## src/sv/grff_pkg.sv

```systemverilog
// Shared constants, payload and handshake types of the gated residual feature fusion block
package grff_pkg;

  // Fixed-point format and set limits
  localparam int FRAC_BITS = 14;
  localparam int MAX_ITEMS = 65536;

  // Shared divider geometry: quotient bits resolved one per cycle
  localparam int DIV_NUM_W = 36;
  localparam int DIV_DEN_W = 17;
  localparam int DIV_Q_W   = 20;
  localparam int DIV_CNT_W = 5;
  localparam logic [DIV_CNT_W-1:0] DIV_STEPS = DIV_CNT_W'(DIV_Q_W);

  localparam logic [16:0] ONE_FX    = 17'(1 << FRAC_BITS);
  localparam logic [35:0] HALF_FX   = 36'(1 << (FRAC_BITS - 1));
  localparam logic [16:0] MAX_COUNT = 17'(MAX_ITEMS);
  localparam logic [19:0] OUT_MAX   = 20'hFFFFF;

  // Item commands
  localparam logic CMD_GATHER = 1'b0;
  localparam logic CMD_OUTPUT = 1'b1;

  typedef struct packed {
    logic               command;
    logic signed [15:0] a_value;
    logic signed [15:0] b_value;
    logic signed [15:0] c_value;
    logic               gather_last;
    logic               output_first;
  } grff_in_t;

  typedef struct packed {
    logic [19:0] fused_value;
    logic        saturated;
  } grff_out_t;

  // Divider request: magnitude operands plus the sign of the quotient
  typedef struct packed {
    logic                 start;
    logic [DIV_NUM_W-1:0] num;
    logic [DIV_DEN_W-1:0] den;
    logic                 neg;
  } grff_div_req_t;

  typedef struct packed {
    logic               done;
    logic signed [20:0] quot;
  } grff_div_rsp_t;

  typedef enum logic [4:0] {
    ST_IDLE,
    ST_MUL_AB,
    ST_G_GO,
    ST_G_WAIT,
    ST_GATHER,
    ST_AVG_GO,
    ST_AVG_WAIT,
    ST_SMOOTH,
    ST_MUL_BG,
    ST_MUL_BA,
    ST_S_GO,
    ST_S_WAIT,
    ST_MUL_SC,
    ST_SUM_HB,
    ST_E_GO,
    ST_E_WAIT,
    ST_EMIT
  } grff_state_e;

endpackage

```

## src/sv/grff_div.sv

```systemverilog
// Iterative restoring divider, one quotient bit per cycle, truncating toward zero
module grff_div (
  input  logic                    clk_i,
  input  logic                    rst_ni,
  input  grff_pkg::grff_div_req_t req_i,
  output grff_pkg::grff_div_rsp_t rsp_o
);

  logic                                busy_q;
  logic                                done_q;
  logic [grff_pkg::DIV_CNT_W-1:0]      cnt_q;
  logic [grff_pkg::DIV_DEN_W:0]        rem_q;
  logic [grff_pkg::DIV_Q_W-1:0]        shf_q;
  logic [grff_pkg::DIV_DEN_W-1:0]      den_q;
  logic                                neg_q;

  logic [grff_pkg::DIV_DEN_W:0]        trial;
  logic                                fits;
  logic [grff_pkg::DIV_DEN_W:0]        rem_d;

  // One compare-and-subtract step; caller keeps num >> DIV_Q_W below den
  always_comb begin
    trial = {rem_q[grff_pkg::DIV_DEN_W-1:0], shf_q[grff_pkg::DIV_Q_W-1]};
    fits  = trial >= {1'b0, den_q};
    rem_d = fits ? (trial - {1'b0, den_q}) : trial;
  end

  // Control
  always_ff @(posedge clk_i or negedge rst_ni) begin
    if (!rst_ni) begin
      busy_q <= 1'b0;
      done_q <= 1'b0;
      cnt_q  <= '0;
    end else begin
      done_q <= 1'b0;
      if (req_i.start) begin
        busy_q <= 1'b1;
        cnt_q  <= grff_pkg::DIV_STEPS;
      end else if (busy_q) begin
        cnt_q <= cnt_q - 1'b1;
        if (cnt_q == grff_pkg::DIV_CNT_W'(1)) begin
          busy_q <= 1'b0;
          done_q <= 1'b1;
        end
      end
    end
  end

  // Datapath: shift register carries dividend bits in and quotient bits out
  always_ff @(posedge clk_i) begin
    if (req_i.start) begin
      rem_q <= (grff_pkg::DIV_DEN_W + 1)'(req_i.num[grff_pkg::DIV_NUM_W-1:grff_pkg::DIV_Q_W]);
      shf_q <= req_i.num[grff_pkg::DIV_Q_W-1:0];
      den_q <= req_i.den;
      neg_q <= req_i.neg;
    end else if (busy_q) begin
      rem_q <= rem_d;
      shf_q <= {shf_q[grff_pkg::DIV_Q_W-2:0], fits};
    end
  end

  assign rsp_o.done = done_q;
  assign rsp_o.quot = neg_q ? -$signed({1'b0, shf_q}) : $signed({1'b0, shf_q});

endmodule

```

## src/sv/gated_residual_feature_fusion.sv

```systemverilog
// Top level: sequencer, shared multiplier, state registers and output register
//
// Gated residual feature fusion. Items arrive on the in_* valid/ready channel;
// results leave on the out_* valid/ready channel, one per output item (command
// 1) and none per gather item (command 0). One item is processed at a time:
// in_ready_o is high only while the sequencer is idle.
// Work per item, set by the shared 20-step divider (one quotient bit a cycle)
// and the single multiplier:
//   gather item              one product and one division (the gate)
//   gather item with last    adds the average division
//   output item              three divisions, four products
// The result sits in an output register; the next item is accepted while it
// waits. If a second result is ready before the first is taken, the sequencer
// holds in its final state until the output register frees up.
// Reset clears the running sum, item count, average, previous residual and
// the output valid; a transfer can be taken as soon as reset is released.
module gated_residual_feature_fusion (
  input  logic               clk_i,
  input  logic               rst_ni,
  input  logic               in_valid_i,
  output logic               in_ready_o,
  input  grff_pkg::grff_in_t in_data_i,
  output logic               out_valid_o,
  input  logic               out_ready_i,
  output grff_pkg::grff_out_t out_data_o
);

  grff_pkg::grff_state_e   state_q, state_d;
  grff_pkg::grff_div_req_t div_req;
  grff_pkg::grff_div_rsp_t div_rsp;

  // Item and intermediate registers
  grff_pkg::grff_in_t  in_q;
  logic signed [17:0]  p_q;
  logic [14:0]         g_q;
  logic signed [16:0]  ap_q;
  logic signed [16:0]  s_q;
  logic signed [16:0]  t_q;
  logic signed [17:0]  bp_q;
  logic signed [16:0]  cp_q;
  logic signed [18:0]  h_q;
  logic signed [19:0]  hb_q;
  logic signed [21:0]  r_q;

  // Persistent state
  logic signed [35:0]  sum_q;
  logic [16:0]         count_q;
  logic signed [16:0]  avg_q;
  logic signed [16:0]  prev_q;

  // Output register
  grff_pkg::grff_out_t out_q;
  logic                out_valid_q;

  logic                in_xfer;
  logic                out_free;

  // Shared multiplier with round-half-up back to the fraction width
  logic signed [17:0]  mul_a, mul_b;
  logic signed [35:0]  mul_p;
  logic [35:0]         mul_rs;
  logic signed [21:0]  mul_r;

  // Derived values
  logic [16:0]         abs_p, abs_s;
  logic [19:0]         abs_hb;
  logic [35:0]         abs_sum;
  logic [20:0]         gsum;
  logic [17:0]         sm_sum;
  logic [14:0]         one_minus_g;

  grff_div u_div (
    .clk_i  (clk_i),
    .rst_ni (rst_ni),
    .req_i  (div_req),
    .rsp_o  (div_rsp)
  );

  assign in_xfer  = in_valid_i && in_ready_o;
  assign out_free = !out_valid_q || out_ready_i;

  always_comb begin
    abs_p       = p_q[17] ? 17'(-p_q) : 17'(p_q);
    abs_s       = s_q[16] ? 17'(-s_q) : 17'(s_q);
    abs_hb      = hb_q[19] ? 20'(-hb_q) : 20'(hb_q);
    abs_sum     = sum_q[35] ? 36'(-sum_q) : 36'(sum_q);
    gsum        = 21'(div_rsp.quot) + 21'(grff_pkg::ONE_FX);
    sm_sum      = 18'(ap_q) + 18'(prev_q);
    one_minus_g = 15'(grff_pkg::ONE_FX) - g_q;
  end

  // Multiplier operand selection
  always_comb begin
    mul_a = '0;
    mul_b = '0;
    unique case (state_q)
      grff_pkg::ST_MUL_AB: begin
        mul_a = 18'(in_q.a_value);
        mul_b = 18'(in_q.b_value);
      end
      grff_pkg::ST_MUL_BG: begin
        mul_a = 18'(in_q.b_value);
        mul_b = $signed({3'b000, one_minus_g});
      end
      grff_pkg::ST_MUL_BA: begin
        mul_a = 18'(t_q);
        mul_b = 18'(avg_q);
      end
      grff_pkg::ST_MUL_SC: begin
        mul_a = 18'(s_q);
        mul_b = 18'(cp_q);
      end
      default: begin
        mul_a = '0;
        mul_b = '0;
      end
    endcase
    mul_p  = mul_a * mul_b;
    mul_rs = mul_p + grff_pkg::HALF_FX;
    mul_r  = 22'($signed(mul_rs) >>> grff_pkg::FRAC_BITS);
  end

  // Next-state logic
  always_comb begin
    state_d = state_q;
    unique case (state_q)
      grff_pkg::ST_IDLE:     if (in_xfer) state_d = grff_pkg::ST_MUL_AB;
      grff_pkg::ST_MUL_AB:   state_d = grff_pkg::ST_G_GO;
      grff_pkg::ST_G_GO:     state_d = grff_pkg::ST_G_WAIT;
      grff_pkg::ST_G_WAIT: begin
        if (div_rsp.done) begin
          state_d = (in_q.command == grff_pkg::CMD_OUTPUT) ? grff_pkg::ST_SMOOTH
                                                           : grff_pkg::ST_GATHER;
        end
      end
      grff_pkg::ST_GATHER:
        state_d = in_q.gather_last ? grff_pkg::ST_AVG_GO : grff_pkg::ST_IDLE;
      grff_pkg::ST_AVG_GO:
        state_d = (count_q == '0) ? grff_pkg::ST_IDLE : grff_pkg::ST_AVG_WAIT;
      grff_pkg::ST_AVG_WAIT: if (div_rsp.done) state_d = grff_pkg::ST_IDLE;
      grff_pkg::ST_SMOOTH:   state_d = grff_pkg::ST_MUL_BG;
      grff_pkg::ST_MUL_BG:   state_d = grff_pkg::ST_MUL_BA;
      grff_pkg::ST_MUL_BA:   state_d = grff_pkg::ST_S_GO;
      grff_pkg::ST_S_GO:     state_d = grff_pkg::ST_S_WAIT;
      grff_pkg::ST_S_WAIT:   if (div_rsp.done) state_d = grff_pkg::ST_MUL_SC;
      grff_pkg::ST_MUL_SC:   state_d = grff_pkg::ST_SUM_HB;
      grff_pkg::ST_SUM_HB:   state_d = grff_pkg::ST_E_GO;
      grff_pkg::ST_E_GO:     state_d = grff_pkg::ST_E_WAIT;
      grff_pkg::ST_E_WAIT:   if (div_rsp.done) state_d = grff_pkg::ST_EMIT;
      grff_pkg::ST_EMIT:     if (out_free) state_d = grff_pkg::ST_IDLE;
      default:               state_d = grff_pkg::ST_IDLE;
    endcase
  end

  // Sequencer outputs: input ready and divider requests
  always_comb begin
    in_ready_o    = 1'b0;
    div_req.start = 1'b0;
    div_req.num   = '0;
    div_req.den   = '0;
    div_req.neg   = 1'b0;
    unique case (state_q)
      grff_pkg::ST_IDLE: in_ready_o = 1'b1;
      grff_pkg::ST_G_GO: begin
        // softsign of the product a*b
        div_req.start = 1'b1;
        div_req.num   = 36'(abs_p) << grff_pkg::FRAC_BITS;
        div_req.den   = grff_pkg::ONE_FX + abs_p;
        div_req.neg   = p_q[17];
      end
      grff_pkg::ST_AVG_GO: begin
        div_req.start = (count_q != '0);
        div_req.num   = abs_sum;
        div_req.den   = count_q;
        div_req.neg   = sum_q[35];
      end
      grff_pkg::ST_S_GO: begin
        div_req.start = 1'b1;
        div_req.num   = 36'(abs_s) << grff_pkg::FRAC_BITS;
        div_req.den   = grff_pkg::ONE_FX + abs_s;
        div_req.neg   = s_q[16];
      end
      grff_pkg::ST_E_GO: begin
        // normalisation of s*c' + b' by 1 + |s|
        div_req.start = 1'b1;
        div_req.num   = 36'(abs_hb) << grff_pkg::FRAC_BITS;
        div_req.den   = grff_pkg::ONE_FX + abs_s;
        div_req.neg   = hb_q[19];
      end
      default: begin
        in_ready_o    = 1'b0;
        div_req.start = 1'b0;
      end
    endcase
  end

  // State register and persistent block state
  always_ff @(posedge clk_i or negedge rst_ni) begin
    if (!rst_ni) begin
      state_q     <= grff_pkg::ST_IDLE;
      sum_q       <= '0;
      count_q     <= '0;
      avg_q       <= '0;
      prev_q      <= '0;
      out_valid_q <= 1'b0;
    end else begin
      state_q <= state_d;
      // Output valid: set on leaving the final state, cleared once taken
      if (state_q == grff_pkg::ST_EMIT && out_free) begin
        out_valid_q <= 1'b1;
      end else if (out_valid_q && out_ready_i) begin
        out_valid_q <= 1'b0;
      end
      unique case (state_q)
        grff_pkg::ST_GATHER: begin
          // a full set drops further residuals
          if (count_q < grff_pkg::MAX_COUNT) begin
            sum_q   <= sum_q + 36'(ap_q);
            count_q <= count_q + 1'b1;
          end
        end
        grff_pkg::ST_AVG_GO: begin
          if (count_q == '0) begin
            avg_q <= '0;
            sum_q <= '0;
          end
        end
        grff_pkg::ST_AVG_WAIT: begin
          if (div_rsp.done) begin
            avg_q   <= div_rsp.quot[16:0];
            sum_q   <= '0;
            count_q <= '0;
          end
        end
        grff_pkg::ST_SMOOTH: prev_q <= ap_q;
        default: ;
      endcase
    end
  end

  // Item datapath registers
  always_ff @(posedge clk_i) begin
    unique case (state_q)
      grff_pkg::ST_IDLE:   if (in_xfer) in_q <= in_data_i;
      grff_pkg::ST_MUL_AB: p_q <= mul_r[17:0];
      grff_pkg::ST_G_WAIT: begin
        if (div_rsp.done) begin
          g_q  <= gsum[15:1];
          ap_q <= 17'(in_q.a_value) + 17'(gsum[15:1]);
        end
      end
      grff_pkg::ST_SMOOTH: s_q <= in_q.output_first ? ap_q : $signed(sm_sum[17:1]);
      grff_pkg::ST_MUL_BG: t_q <= mul_r[16:0];
      grff_pkg::ST_MUL_BA: bp_q <= mul_r[17:0];
      grff_pkg::ST_S_WAIT: begin
        if (div_rsp.done) cp_q <= 17'(in_q.c_value) + div_rsp.quot[16:0];
      end
      grff_pkg::ST_MUL_SC: h_q <= mul_r[18:0];
      grff_pkg::ST_SUM_HB: hb_q <= 20'(h_q) + 20'(bp_q);
      grff_pkg::ST_E_WAIT: begin
        if (div_rsp.done) r_q <= 22'(cp_q) - 22'(div_rsp.quot);
      end
      grff_pkg::ST_EMIT: begin
        // ReLU with saturation at the 20-bit maximum
        if (out_free) begin
          if (r_q > $signed({2'b00, grff_pkg::OUT_MAX})) begin
            out_q.fused_value <= grff_pkg::OUT_MAX;
            out_q.saturated   <= 1'b1;
          end else if (r_q > 22'sd0) begin
            out_q.fused_value <= r_q[19:0];
            out_q.saturated   <= 1'b0;
          end else begin
            out_q.fused_value <= '0;
            out_q.saturated   <= 1'b0;
          end
        end
      end
      default: ;
    endcase
  end

  assign out_valid_o = out_valid_q;
  assign out_data_o  = out_q;

endmodule

```

## config.mk

```make
export PLATFORM = sky130hd
export DESIGN_NAME = gated_residual_feature_fusion
export DESIGN_NICKNAME = d
export VERILOG_FILES = /design/src/sv/grff_pkg.sv /design/src/sv/grff_div.sv /design/src/sv/gated_residual_feature_fusion.sv
export SDC_FILE = /design/constraint.sdc
export NUM_CORES = 2
export LEC_CHECK = 0
export ABC_CLOCK_PERIOD_IN_PS = 11700
export BUFFER_PORTS_ARGS = -buffer_cell sky130_fd_sc_hd__buf_4
export CAP_MARGIN = 20
export CORE_ASPECT_RATIO = 0.8
export CORE_MARGIN = 4
export CORE_UTILIZATION = 65
export DETAILED_ROUTE_END_ITERATION = 6
export HOLD_SLACK_MARGIN = 0.12
export PLACE_DENSITY = 0.82
export REMOVE_ABC_BUFFERS = 1
export SYNTH_ARGS = -nofsm -noshare
export SYNTH_HDL_FRONTEND = slang
export SYNTH_SLANG_ARGS = --single-unit
```

## constraint.sdc

```tcl
create_clock -name clk_i -period 11.7 [get_ports clk_i]
set_clock_uncertainty 0.2 [all_clocks]
set_input_delay 0.585 -clock clk_i [delete_from_list [all_inputs] [get_ports clk_i]]
set_output_delay 0.585 -clock clk_i [all_outputs]
set_load 0.01 [all_outputs]
```

==> metrics.md <==
| Metric | Value |
|---|---|
| Placed Cells | between 4000 and 5000 |
| Post-synth top cells | inv_1 (467), nand2_1 (333), nor2_1 (324), edfxtp_1 (306), fa_1 (306) |
| CTS tree | yes |
| Root buf cell | clkbuf_16 |
| Setup CP Type | reg -> reg |
| CP Data Required Time | approximately 12 ns |
| IO Port Bufs | 77 |
| Slew margin rel. | 0.100 |
| # diodes | 0 |
| 1st-iter DRT viols | between 3000 and 4000 |
| Routed Antenna Nets | 0 |
| Layout Cells excl Fill | 4309 |
| Worst-margin pin slew | roughly 1.3 ns |
| PD cells | around 250 nW/um^2 |
| Final Hold Fails | 0 |
| Critical path arrival | a little under 10 ns |
| CP Max Fanout | 50 |
| Worst R2R Path Depth | 25 |
| Hold/Removal Path Class | in -> reg |
| Layout area overhead | 9.67% |
| Post-synthesis cell type count | between 80 and 90 |
| Final core utilization | 0.722 |
| VDD IR max | 0.234 mV |
| Setup crit end | bp_q[12]$_DFFE_PN_ |
| Final setup fails | 0 |
| Most common cell in the netlist | inv_1 |
| Cell mode on critical path | fa_1 |
| Fin Hold WS | approximately 0.26 ns |
| #FFs+latches synth | between 400 and 500 |
| Reg clk slew, reported paths | approximately 0.07 ns |
| Startpoint types | register |
| Outcome | finished clean |
| Critical Path Start | state_q[2]$_DFFE_PN0P_ |
| Dominant cell type by area after synthesis | edfxtp_1 |
| DRC viols | 0 |
| Worst Setup End Kind | register |
| Sw Pwr | 0.00456 W |
| Mapped cell area | about 35000 sq um |
| Switch share | 0.471 |
| Gr ovfl total | 0 |
| Placeable Area | 52600 sq um |
| Vias in the first global route | roughly 28000 |
| Share of cells above drive strength 1 | 0.0697 |
| Core Rows | between 70 and 80 |
| Die width | 266 microns |
| Ports | 78 |
| Initial antenna violation count | 5 |
| Total clock sinks | between 400 and 500 |
| Critical Path Max Stage Delay | roughly 0.93 ns |
| Wire length per cell | between 20 and 25 microns |
| WP depth | 25 |
| First-pass GRT wire length | approximately 160000 microns |
| Max-slew violations | 0 |
| Reg2reg end | bp_q[12]$_DFFE_PN_ |
| WP buf/inv | 4 |
| Combinational Power Share | 0.601 |
| DRT Pass-1 Iters | 7 |
| Die area | about 57000 sq um |
| Setup Buffers After CTS | 0 |
| Largest net degree at the start of global routing | 68 |
| Final period utilization | 0.836 |
| Die height | about 210 microns |
| CTS Buf Count | between 40 and 50 |
| P_int | 0.00512 W |
| Asr flop ratio synth | 0.246 |
| Synthesized instance count | 3466 |
| Reg2reg setup slack | approximately 1.9 ns |
| Register share of total power | 0.259 |
| Yosys synthesis warning count | 0 |
| CP max stage cell | or4b_1 |
| Via density | around 6.4 |
| Top post-synthesis cells by area | edfxtp_1 (27%), fa_1 (18%), ha_1 (8.4%) |
| Leakage power | between 15 and 20 nW |
| Total wire length | between 100000 and 150000 microns |
| Tmin final | around 9.8 ns |
| FMAX | roughly 100 MHz |
| Unrepaired setup endpoints after global routing | false |
| Predominant post-synthesis flop cell | edfxtp_1 |
| Crit path max-delay family | adder cells |
| H-tree Lvls | 2 |
| Worst-skew pair later-pin latency | around 0.56 ns |
| Routability-driven placement congestion ratio | 1.03 |
| Min-delay src | out_ready_i |
| Syn avg cell area | between 10 and 15 sq um |
| Synth top area share | 0.265 |
| Post-synth EDFFs | roughly 310 |
| Post-synthesis sequential area ratio | 0.338 |
| FF-to-FF Start | state_q[2]$_DFFE_PN0P_ |
| Max-Cap Viols | 0 |
| Clock Tree Buf Depth | 3 |
| Vias after detailed routing | 27736 |
| CTS resizes | 0 |
| Hold Buf Count CTS | 52 |
| Clock power frac | 0.140 |
| Nets | 4177 |
| Total track usage | 0.366 |
| DPL Wire Length | between 70000 and 80000 microns |
| Starting density of the core | 0.659 |
-- flip-flops by register name (all words and copies together), names as in the netlist, 18 cells and up --
name,flops
hb_q,20
out_data_o,21
bp_q,18
r_q,22
p_q,18
in_q,51
sum_q,36
h_q,19
u_div.shf_q,20
-- worst min-delay path by stage --
stage	to	slack [ns]	depth (start not counted)
6_report	out_valid_o$_DFFE_PN0P_	0.26	3
5_1_grt	out_valid_o$_DFFE_PN0P_	0.25	3
4_1_cts	out_valid_o$_DFFE_PN0P_	0.23	3
3_5_place_dp	avg_q[12]$_DFFE_PN0P_	0.28	2
3_3_place_gp	avg_q[0]$_DFFE_PN0P_	0.27	2
2_1_floorplan	avg_q[0]$_DFFE_PN0P_	0.09	0
-- cell type report --
| type | instances | area (sq um) |
|---|---|---|
| Fill cell | 3715 | 14600 |
| Clock inverter | 22 | 246 |
| Sequential cell | 407 | 11700 |
| Inverter | 468 | 1760 |
| Timing Repair Buffer | 183 | 1520 |
| Tap cell | 693 | 867 |
| Multi-Input combinational cell | 2483 | 20800 |
| Clock buffer | 53 | 1080 |
-- stage by stage --
step | setup slack (ns) | TNS (ns) | area (sq um) | power (W)
floorplan | -2.22 | -122.30 | 34200 | 0.00633
global placement | 2.34 | 0 | 36100 | 0.00785
detailed placement | 2.06 | 0 | 36100 | 0.00807
CTS | 2.03 | 0 | 38000 | 0.00949
global route | 1.54 | 0 | 38000 | 0.0103
finish | 1.92 | 0 | 38000 | 0.00968
-- power groups by stage --
stage | Sequential (W) | Combinational [W] | Clock [W]
finish | 0.00250 | 0.00582 | 0.00136
detailed placement | 0.00251 | 0.00556 | 0
floorplan | 0.00243 | 0.00390 | 0
CTS | 0.00249 | 0.00565 | 0.00136
global placement | 0.00249 | 0.00536 | 0
global route | 0.00253 | 0.00632 | 0.00142
-- cell usage in the layout (no fill, tap or decap), types with 16 or more instances in the layout --
master / n
inv_1: 467
nand2_1: 333
nor2_1: 320
fa_1: 306
edfxtp_1: 306
ha_1: 232
o21ai_0: 160
xnor2_1: 152
a21oi_1: 139
buf_4: 128
xor2_1: 117
dfrtp_1: 100
nor3_1: 53
dlygate4sd3_1: 52
a21o_1: 47
nand3_1: 42
clkbuf_16: 41
a22o_1: 37
mux2i_1: 31
o31ai_1: 31
nand2b_1: 29
a221o_1: 27
or3_1: 23
o21a_1: 23
nor2b_1: 22
a221oi_1: 20
and3_1: 20
o21bai_1: 20
nor4_1: 19
a211oi_1: 19
mux2_2: 18
or4_1: 17
and2_1: 16
a31oi_1: 16
-- tightest hold or removal path: stages --
cell	delay [ns]
buf_4	0.08
nand2b_1	0.22
nand2_1	0.08
-- cells by family after synthesis --
group	count (synthesis)	synth area share
simple gates	951	0.123
xor+xnor	269	0.0679
fa+ha+maj	538	0.260
compound gates	676	0.133
mux	49	0.0148
buf+inv	576	0.0631
flops	407	0.338
-- metal layers --
layer,track usage,vias to the layer above,wire length [microns],share of wire
met3,0.0937,305,13100,0.13
met4,0.110,6,4190,0.040
met5,0,-,46,0.00044
met1,0.531,13589,41400,0.40
li1,-,12108,-,-
met2,0.550,1728,45700,0.44
Power figures use the tool's default switching activity.
